File: config.mk
export PLATFORM = sky130hd
export DESIGN_NAME = normal_basis_blend_alpha_unit
export DESIGN_NICKNAME = d
export VERILOG_FILES = /design/src/nbba_pkg.sv /design/src/nbba_dot.sv /design/src/nbba_ratio.sv /design/src/normal_basis_blend_alpha_unit.sv
export VERILOG_INCLUDE_DIRS = /design/src /design/src/src
export SDC_FILE = /design/constraint.sdc
export NUM_CORES = 2
export LEC_CHECK = 0
export ABC_AREA = 1
export BUFFER_PORTS_ARGS = -buffer_cell sky130_fd_sc_hd__buf_2
export CORE_MARGIN = 2
export CORE_UTILIZATION = 45
export DETAILED_ROUTE_END_ITERATION = 16
export PLACE_DENSITY = 0.64
export SYNTH_ARGS = -nofsm -noshare
export SYNTH_HDL_FRONTEND = slang
export SYNTH_SLANG_ARGS = --single-unit
File: constraint.sdc
create_clock -name clk -period 12.4 [get_ports clk]
set_input_delay 1.24 -clock clk [delete_from_list [all_inputs] [get_ports clk]]
set_output_delay 1.24 -clock clk [all_outputs]
set_load 0.01 [all_outputs]
File: src/normal_basis_blend_alpha_unit_macros.svh
// Assertion macros for the normal basis blend alpha unit.
// Included by the top level; depends on nothing else.
`ifndef NORMAL_BASIS_BLEND_ALPHA_UNIT_MACROS_SVH
`define NORMAL_BASIS_BLEND_ALPHA_UNIT_MACROS_SVH

// General clocked property, disabled while reset is asserted.
`define NBBA_ASSERT(lbl, clk, rstn, prop) \
  lbl: assert property (@(posedge clk) disable iff (!(rstn)) prop) \
    else $error("nbba assertion failed");

// A condition that must never hold outside reset.
`define NBBA_NEVER(lbl, clk, rstn, expr) \
  lbl: assert property (@(posedge clk) disable iff (!(rstn)) !(expr)) \
    else $error("nbba forbidden condition");

`endif

File: src/nbba_pkg.sv
// Shared constants for the normal basis blend alpha pipeline.
// Used by nbba_dot, nbba_ratio and the top level; depends on nothing.
package nbba_pkg;

  localparam int CH_W     = 8;
  localparam int IDX_W    = 5;
  localparam int ALPHA_W  = 3;
  localparam int DOT_W    = 24;
  localparam int MAG_W    = 21;
  localparam int SQ_W     = 2 * MAG_W;
  localparam int DIV_W    = 48;
  localparam int LATENCY  = 6;

  // Basis coefficients in Q12.
  localparam logic signed [DOT_W-1:0] COEF_S = 24'sd3547;
  localparam logic signed [DOT_W-1:0] COEF_H = 24'sd1774;
  localparam logic signed [DOT_W-1:0] COEF_Q = 24'sd3072;
  localparam logic signed [DOT_W-1:0] COEF_Z = 24'sd2048;

endpackage

File: src/nbba_dot.sv
// Dot products with the three basis vectors, clamp and square.
// Two register stages; depends on nbba_pkg.
module nbba_dot import nbba_pkg::*; (
  input  logic              clk,
  input  logic [CH_W-1:0]   red,
  input  logic [CH_W-1:0]   green,
  input  logic [CH_W-1:0]   blue,
  output logic [SQ_W-1:0]   sq0,
  output logic [SQ_W-1:0]   sq1,
  output logic [SQ_W-1:0]   sq2
);

  logic signed [DOT_W-1:0] vx, vy, vz;
  logic signed [DOT_W-1:0] dot0_nxt, dot1_nxt, dot2_nxt;
  logic signed [DOT_W-1:0] dot0_r, dot1_r, dot2_r;
  logic [MAG_W-1:0] m0, m1, m2;
  logic [SQ_W-1:0] sq0_r, sq1_r, sq2_r;

  function automatic logic [MAG_W-1:0] clamp_pos(input logic signed [DOT_W-1:0] d);
    logic [MAG_W-1:0] res;
    res = (d > 0) ? d[MAG_W-1:0] : '0;
    return res;
  endfunction

  always_comb begin
    vx = $signed({{(DOT_W-CH_W-1){1'b0}}, red, 1'b0}) - 24'sd255;
    vy = 24'sd255 - $signed({{(DOT_W-CH_W-1){1'b0}}, green, 1'b0});
    vz = $signed({{(DOT_W-CH_W-1){1'b0}}, blue, 1'b0}) - 24'sd255;
    dot0_nxt = COEF_S * vx + COEF_Z * vz;
    dot1_nxt = COEF_Q * vy - COEF_H * vx + COEF_Z * vz;
    dot2_nxt = COEF_Z * vz - COEF_H * vx - COEF_Q * vy;
    m0 = clamp_pos(dot0_r);
    m1 = clamp_pos(dot1_r);
    m2 = clamp_pos(dot2_r);
  end

  always_ff @(posedge clk) begin
    dot0_r <= dot0_nxt;
    dot1_r <= dot1_nxt;
    dot2_r <= dot2_nxt;
    sq0_r  <= SQ_W'(m0) * SQ_W'(m0);
    sq1_r  <= SQ_W'(m1) * SQ_W'(m1);
    sq2_r  <= SQ_W'(m2) * SQ_W'(m2);
  end

  assign sq0 = sq0_r;
  assign sq1 = sq1_r;
  assign sq2 = sq2_r;

endmodule

File: src/nbba_ratio.sv
// Three-stage restoring divider giving a 3-bit truncated quotient.
// One quotient bit per stage; depends on nbba_pkg.
module nbba_ratio import nbba_pkg::*; (
  input  logic               clk,
  input  logic [DIV_W-1:0]   numer,
  input  logic [DIV_W-1:0]   denom,
  input  logic               zero,
  output logic [ALPHA_W-1:0] alpha
);

  logic [DIV_W-1:0] rem1_r, rem2_r, den1_r, den2_r;
  logic [DIV_W-1:0] rem1_nxt, rem2_nxt;
  logic [DIV_W-1:0] sub2, sub1;
  logic             q2_r, zero1_r, zero2_r;
  logic [1:0]       q21_r;
  logic             q2_nxt, q1_nxt, q0_nxt;
  logic [ALPHA_W-1:0] alpha_r;

  always_comb begin
    sub2     = denom << 2;
    q2_nxt   = numer >= sub2;
    rem1_nxt = q2_nxt ? numer - sub2 : numer;
    sub1     = den1_r << 1;
    q1_nxt   = rem1_r >= sub1;
    rem2_nxt = q1_nxt ? rem1_r - sub1 : rem1_r;
    q0_nxt   = rem2_r >= den2_r;
  end

  always_ff @(posedge clk) begin
    rem1_r  <= rem1_nxt;
    den1_r  <= denom;
    q2_r    <= q2_nxt;
    zero1_r <= zero;
    rem2_r  <= rem2_nxt;
    den2_r  <= den1_r;
    q21_r   <= {q2_r, q1_nxt};
    zero2_r <= zero1_r;
    alpha_r <= zero2_r ? '0 : {q21_r, q0_nxt};
  end

  assign alpha = alpha_r;

endmodule

File: src/normal_basis_blend_alpha_unit.sv
// Top level of the normal basis blend alpha unit.
// Uses nbba_pkg, nbba_dot, nbba_ratio and the assertion macro header.
//
//   channel | ports                                   | handshake
//   input   | in_normal_red/green/blue, in_color_index | start, busy
//   result  | out_first_texel, out_second_texel       | out_valid strobe
//
// One word is accepted every cycle; busy is always low.
// Each result passes the dot-product and square registers, then the sum
// registers, then the divider steps.
// Reset clears the valid chain only. The receiver cannot stall.
`include "normal_basis_blend_alpha_unit_macros.svh"
module normal_basis_blend_alpha_unit import nbba_pkg::*; (
  input  logic             clk,
  input  logic             rst_n,
  input  logic             start,
  output logic             busy,
  input  logic [CH_W-1:0]  in_normal_red,
  input  logic [CH_W-1:0]  in_normal_green,
  input  logic [CH_W-1:0]  in_normal_blue,
  input  logic [IDX_W-1:0] in_color_index,
  output logic             out_valid,
  output logic [CH_W-1:0]  out_first_texel,
  output logic [CH_W-1:0]  out_second_texel
);

  logic [LATENCY-1:0] valid_r;
  logic [IDX_W-1:0]   idx_r [LATENCY];
  logic [SQ_W-1:0]    sq0, sq1, sq2;
  logic [DIV_W-1:0]   num2_r, den2_r, num3_r, den3_r;
  logic               zero2_r, zero3_r;
  logic [DIV_W-1:0]   sum2, sum3;
  logic [ALPHA_W-1:0] alpha2, alpha3;

  assign busy = 1'b0;

  nbba_dot u_dot (
    .clk   (clk),
    .red   (in_normal_red),
    .green (in_normal_green),
    .blue  (in_normal_blue),
    .sq0   (sq0),
    .sq1   (sq1),
    .sq2   (sq2)
  );

  always_comb begin
    sum2 = DIV_W'(sq0) + DIV_W'(sq1);
    sum3 = sum2 + DIV_W'(sq2);
  end

  always_ff @(posedge clk) begin
    num2_r  <= (DIV_W'(sq1) * DIV_W'(14)) + sum2;
    den2_r  <= sum2 << 1;
    zero2_r <= (sq1 == '0);
    num3_r  <= (DIV_W'(sq2) * DIV_W'(14)) + sum3;
    den3_r  <= sum3 << 1;
    zero3_r <= (sq2 == '0);
  end

  nbba_ratio u_ratio2 (
    .clk   (clk),
    .numer (num2_r),
    .denom (den2_r),
    .zero  (zero2_r),
    .alpha (alpha2)
  );

  nbba_ratio u_ratio3 (
    .clk   (clk),
    .numer (num3_r),
    .denom (den3_r),
    .zero  (zero3_r),
    .alpha (alpha3)
  );

  always_ff @(posedge clk) begin
    if (!rst_n) begin
      valid_r <= '0;
    end else begin
      valid_r <= {valid_r[LATENCY-2:0], start & ~busy};
    end
  end

  always_ff @(posedge clk) begin
    idx_r[0] <= in_color_index;
    for (int i = 1; i < LATENCY; i++) begin
      idx_r[i] <= idx_r[i-1];
    end
  end

  assign out_valid        = valid_r[LATENCY-1];
  assign out_first_texel  = {alpha2, idx_r[LATENCY-1]};
  assign out_second_texel = {alpha3, idx_r[LATENCY-1]};

  `NBBA_ASSERT(a_word_emerges, clk, rst_n, start |-> ##6 out_valid)
  `NBBA_ASSERT(a_no_phantom, clk, rst_n, out_valid |-> $past(start, 6))
  `NBBA_NEVER(a_never_busy, clk, rst_n, busy)

endmodule

# Word-level counts from Yosys, hierarchy flattened
# Memories as Yosys holds them, arrays and structs flattened.
# Cells that the tools add are included.
[word_totals] register_bits=790 ramBits=30 input_bits=32 wordCells=74 mem_count=1
[mem_list] memory="idx_r" words=6 width=5 read_ports=6 rd_ports_with_merged_regs=0 write_ports=6 line="normal_basis_blend_alpha_unit.sv:28" source="logic [IDX_W-1:0] idx_r [LATENCY];"
[classes] addsub=16 mul=8 order_cmp=9 muxes=7 n_reduce_logical=2
[ops] cell="48-bit greater-or-equal comparator" count=4
[ops] cell="48-bit 2-to-1 mux" count=4
[ops] cell="21-bit by 21-bit multiplier with 42-bit output" count=3
[ops] cell="47-bit by 48-bit greater-or-equal comparator with 1-bit output" count=2
[ops] cell="47-bit by 48-bit subtractor with 48-bit output" count=2
[ops] cell="48-bit subtractor" count=2
[ops] cell="42-bit by 3-bit multiplier with 45-bit output, second input constant" count=2
[ops] cell="42-bit logical NOT" count=2
[ops] cell="24-bit by 1-bit > comparator with 1-bit output, second input constant" count=3
[ops] cell="24-bit subtractor" count=3
[ops] cell="21-bit 2-to-1 mux" count=3
[ops] cell="24-bit adder" count=2
[ops] cell="46-bit by 43-bit adder with 47-bit output" count=1
[ops] cell="46-bit by 44-bit adder with 47-bit output" count=1
[ops] cell="43-bit by 42-bit adder with 44-bit output" count=1
[ops] cell="42-bit by 42-bit adder with 43-bit output" count=1
[ops] cell="11-bit by 24-bit multiplier with 23-bit output, first input constant" count=1
[ops] cell="13-bit by 24-bit multiplier with 24-bit output, first input constant" count=1
[ops] cell="3-bit by 24-bit multiplier with 14-bit output, first input constant" count=1
[ops] cell="9-bit by 8-bit subtractor with 10-bit output, second input constant" count=2
[ops] cell="8-bit by 9-bit subtractor with 10-bit output, first input constant" count=1

# Logic depth before layout (Yosys ltp)
[logic_depth] ltp_word=4 ltp_mapped=36 depth_no_buf=36

# By module
# Synthesis repeated with hierarchy kept, for this count alone.
[unflattened] hier_cells=14408 hier_area_um2=101698.8
[modules_own_cells] mod="nbba_dot" instances=1 cells_each=5920 area_per_inst_um2=47949.7 seq_area_each_um2=3523.4
[modules_own_cells] mod="nbba_ratio" instances=2 cells_each=2506 area_per_inst_um2=14993.1 seq_area_each_um2=4003.8
[modules_own_cells] mod="normal_basis_blend_alpha_unit" instances=1 cells_each=3476 area_per_inst_um2=23762.8 seq_area_each_um2=4344.2

# Worst setup path after synthesis
# Ideal clock, no wire load.
[synth_path] path_type="input -> register" start="in in_normal_red[1]" end="reg u_dot.dot2_r[23]" setup_time_ns=0.113 arrival_time_ns=6.884 required_time_ns=12.287 setup_slack_ns=5.403 path_stages=30 cell_sequence="inv_1 > ha_1 > inv_1 > fa_1 > ha_1 > inv_1 > fa_1 > fa_1 > inv_1 > ha_1 > inv_1 > nor3_1 > o21ai_0 > nand2_1 > nand2_1 > a31oi_1 > inv_1 > o21ai_0 > a21oi_1 > xor2_1 > fa_1 > inv_1 > ha_1 > inv_1 > nor3_1 > nand2_1 > o311ai_0 > inv_1 > nand3_1 > nand2_1"
[synth_between] elab_chain_len=4
[synth_lines] element="start: declaration" line="normal_basis_blend_alpha_unit.sv:18" source="input logic [CH_W-1:0] in_normal_red,"
[synth_lines] element="9-bit by 8-bit subtractor with 10-bit output" line="nbba_dot.sv:26" source="vx = $signed({{(DOT_W-CH_W-1){1'b0}}, red, 1'b0}) - 24'sd255;"
[synth_lines] element="11-bit by 24-bit multiplier with 23-bit output" line="nbba_dot.sv:31" source="dot2_nxt = COEF_Z * vz - COEF_H * vx - COEF_Q * vy;"
[synth_lines] element="24-bit subtractor (2 in a row)" line="nbba_dot.sv:31"
[synth_lines] element="via u_dot.dot2_nxt[23]" line="nbba_dot.sv:14" source="logic signed [DOT_W-1:0] dot0_nxt, dot1_nxt, dot2_nxt;"
[synth_lines] element="end signal: assignment" line="nbba_dot.sv:40" source="dot2_r <= dot2_nxt;"
[synth_lines] element="end: declaration" line="nbba_dot.sv:15" source="logic signed [DOT_W-1:0] dot0_r, dot1_r, dot2_r;"
# The timed path passes the listed nets, and every way through them passes these cells.
# A chain may end at the register's enable or synchronous reset.

# Worst setup path in the final report
[layout_path] start="reg u_dot.dot0_r[12]" end="reg u_dot.sq0_r[39] (netlist: u_dot.sq0[39])"
[layout_between] elab_chain_len=3
[layout_lines] element="start: declaration" line="nbba_dot.sv:15"
[layout_lines] element="start signal: assignment" line="nbba_dot.sv:38" source="dot0_r <= dot0_nxt;"
[layout_lines] element="24-bit by 1-bit > comparator with 1-bit output" line="nbba_dot.sv:21" source="res = (d > 0) ? d[MAG_W-1:0] : '0;"
[layout_lines] element="21-bit 2-to-1 mux *" line="nbba_dot.sv:21"
[layout_lines] element="21-bit by 21-bit multiplier with 42-bit output *" line="nbba_dot.sv:41" source="sq0_r <= SQ_W'(m0) * SQ_W'(m0);"
[layout_lines] element="end signal: assignment" line="nbba_dot.sv:41"
[layout_lines] element="end: declaration" line="nbba_dot.sv:17" source="logic [SQ_W-1:0] sq0_r, sq1_r, sq2_r;"
# Every way passes the cells marked *; elsewhere a longest branch is shown, timed or not.

==> key figures <==
Outcome
  • Status: completed

Logic synthesis
  • Synth Flop Type: dfxtp_1
  • Post-synth cell types: 60
  • Avg Cell Area, Syn: 7.856 um2
  • Simple-gate share of the synthesized area: 15.93%
  • Synth Area in Compound Gates: 10.91%
  • Post-synthesis adder-cell area fraction: 39.34%
  • Post-Synth XOR/XNOR Area: 5.431%
  • Synth Cell Area: 0.08901 mm2
  • Post-synthesis mux area share: 0%
  • Post-synth EDFFs: 0
  • Synthesized netlist cell count: 11330
  • Fraction of registers with async set/reset: 0%
  • Largest family of logic cells by synthesized area: adder cells
  • Synth warn: 0
  • Post-synthesis sequential area ratio: 16.91%
  • #FFs+latches synth: 752

Setup path
  • Crit Path Max Fanout: 9
  • Critical-path cell list: inv_1 -> nor2_1 -> clkinv_1 -> nor2_1 -> inv_1 -> fa_1 -> inv_1 -> fa_1 -> fa_1 -> inv_1 -> fa_1 -> fa_1 -> inv_1 -> fa_1 -> ha_1 -> ha_1 -> a21oi_1 -> inv_1 -> a31oi_1 -> o21ai_0 -> a221oi_1 -> nand3_1 -> a21oi_1 -> xor2_1
  • Crit-path max cell delay: 590 ps
  • Crit path DAT: 8880 ps
  • CP required: 13070 ps
  • Crit start category: flop
  • CP Capture Type: flop
  • CP max stage cell: clkinv_1
  • Critical path type: flop to flop

CTS
  • CTS Root Cell: clkbuf_16
  • Clk_lat worst skew: 740 ps
  • CTS Buf Count: 89
  • # clock sinks: 752
  • Htree depth: 3
  • Clock Path Buffers: 3
  • Setup bufs post-CTS: 0
  • Resized Gates After CTS: 0
  • Clock transition at path regs: 70 ps
  • CTS tree: yes
  • Hold-fix buffers, CTS: 0

Cells and area
  • Layout Nets: 13602
  • Share of cells above drive strength 1: 3.166%
  • Most common cell after layout, fill and taps aside: inv_1
  • P&R area growth vs syn: 6.947%
  • Most frequent cells in the layout: inv_1, nand2_1, nor2_1
  • Fin util: 48.32%

Timing
  • RSZ-0062 raised after global routing: no
  • Count of final setup violators: 0
  • Skew final: 52.39 ps
  • Hold WS: 325.1 ps
  • Fin crit period: 8213 ps
  • Rel. slew slack: 18.04%
  • Achievable frequency: 121.8 MHz
  • Fin. max-slew vios: 0
  • TNS Setup: 0 ps
  • Fin. Hold Viols: 0
  • Period utilization: 66.24%
  • Worst-Margin Slew: 1221 ps

Route
  • Initial DRC Count: 5125
  • Pre-antenna DRT Iters: 6
  • Wirelength per Cell: 19.21 um
  • Total vias in the final route: 73036
  • DRC: 0
  • Via-to-Cell Ratio: 5.176
  • Overall routed net length: 271.1 mm
  • Detail Route Antenna Nets: 0

Floorplan
  • Die height: 448.8 um
  • Initial Utilization: 45.18%
  • Total core area: 0.1970 mm2
  • Die W: 448.8 um
  • Number of top-level pins: 50
  • Die area: 0.2014 mm2
  • Site Rows: 163

Placement
  • Detailed placement HPWL: 235.8 mm
  • RePlAce Congestion: 1.022
  • IO buf count: 48

GRT
  • Grt ovf: 0
  • First-pass GRT wire length: 421.9 mm
  • Largest net degree at the start of global routing: 75
  • Vias in the first global route: 75742
  • GRT Util Overall: 26.70%
  • Initial antenna violation count: 0

Flow run
  • MaxCap Viol Count: 0

Min path
  • HP Class: flop to flop
## cell families (layout without fill, tap and decap cells)
| kind of cell | count (synthesis) | after routing |
|---|---|---|
| XOR/XNOR | 552 | 552 |
| AO/OA/AOI/OAI | 1699 | 1699 |
| AND/OR/NAND/NOR | 3480 | 3480 |
| adder cells (fa/ha/maj) | 2174 | 2174 |
| buffers and inverters | 2672 | 2802 |
| other | 1 | 11 |
| flip-flops | 752 | 752 |
## layout make-up
type	instances	area (um2)
Fill cell	19483	101800
Multi-Input combinational cell	7913	63780
Tap cell	2640	3303
Sequential cell	752	15050
Clock buffer	110	2416
Antenna cell	3	7.507
Inverter	2576	9669
Timing Repair Buffer	64	360.3
Clock inverter	52	608.1
## synthesized netlist by cell type (14+ instances only)
master	number	share of area, %
inv_1	2546	11
nand2_1	1747	7.4
nor2_1	1170	4.9
ha_1	1133	16
fa_1	1041	23
dfxtp_1	752	17
a21oi_1	741	4.2
o21ai_0	381	2.1
xor2_1	321	3.2
nand3_1	264	1.5
xnor2_1	231	2.3
a31oi_1	160	1.1
o21ai_1	79	0.44
nand4_1	72	0.51
nor3_1	65	0.37
o21a_1	59	0.50
a21o_1	49	0.41
clkbuf_1	46	0.19
o21bai_1	41	0.35
or2_2	34	0.24
nor4_1	33	0.23
o211ai_1	33	0.28
nand2_2	31	0.22
clkinv_1	22	0.093
a21boi_0	21	0.18
o221ai_1	21	0.21
o21ai_2	20	0.20
o31ai_1	19	0.16
buf_6	16	0.20
nand3_2	15	0.17
a211oi_1	14	0.12
## worst paths after layout
kind | from | to | slack, ps | depth (start not counted)
max | u_dot.dot0_r[12]$_DFF_P_ | u_dot.sq0[39]$_DFF_P_ | 4190 | 24
min | idx_r[4][2]$_DFF_P_ | idx_r[5][2]$_DFF_P_ | 330 | 0
max reg2reg | u_dot.dot0_r[12]$_DFF_P_ | u_dot.sq0[39]$_DFF_P_ | 4190 | 24
min reg2reg | idx_r[4][2]$_DFF_P_ | idx_r[5][2]$_DFF_P_ | 330 | 0
## critical path: cells and delay by family (launching register included)
kind,cells,cell delay [ps]
adder cells (fa/ha/maj),8,3740
buffers and inverters,7,1240
AO/OA/AOI/OAI,5,1350
XOR/XNOR,1,170
flip-flops,1,550
AND/OR/NAND/NOR,3,1090
## sequential cells by signal (all words and copies together) (netlist names), 38 cells and up
register,flops
u_ratio3.rem1_r,46
u_dot.sq1,38
u_dot.sq2,39
u_ratio3.den2_r,42
den3_r,41
u_ratio2.rem1_r,47
u_ratio2.den2_r,41
u_ratio3.rem2_r,47
u_ratio2.rem2_r,46
den2_r,40
u_ratio2.den1_r,40
num2_r,45
u_ratio3.den1_r,41
num3_r,46
u_dot.sq0,41
## through the flow
step                      setup WS (ps)  area [um2]  instances
after floorplan                    5403       89040      11337
after global placement             4372       92160      13945
after detailed placement           4300       92160      13945
after CTS                          4238       95190      14107
after global routing               3778       95190      14107
final                              4187       95200      14110
## layer usage
metal	global-route usage [%]	up-vias	share of wire, %
li1	-	35586	-
met1	33.90	34824	43
met2	44.91	2103	46
met3	3.404	523	5.3
met4	12.81	0	5.5
met5	0	-	0
Power is not shown: default switching activity piles up to over one toggle a cycle in this logic, so the estimate is an artifact.
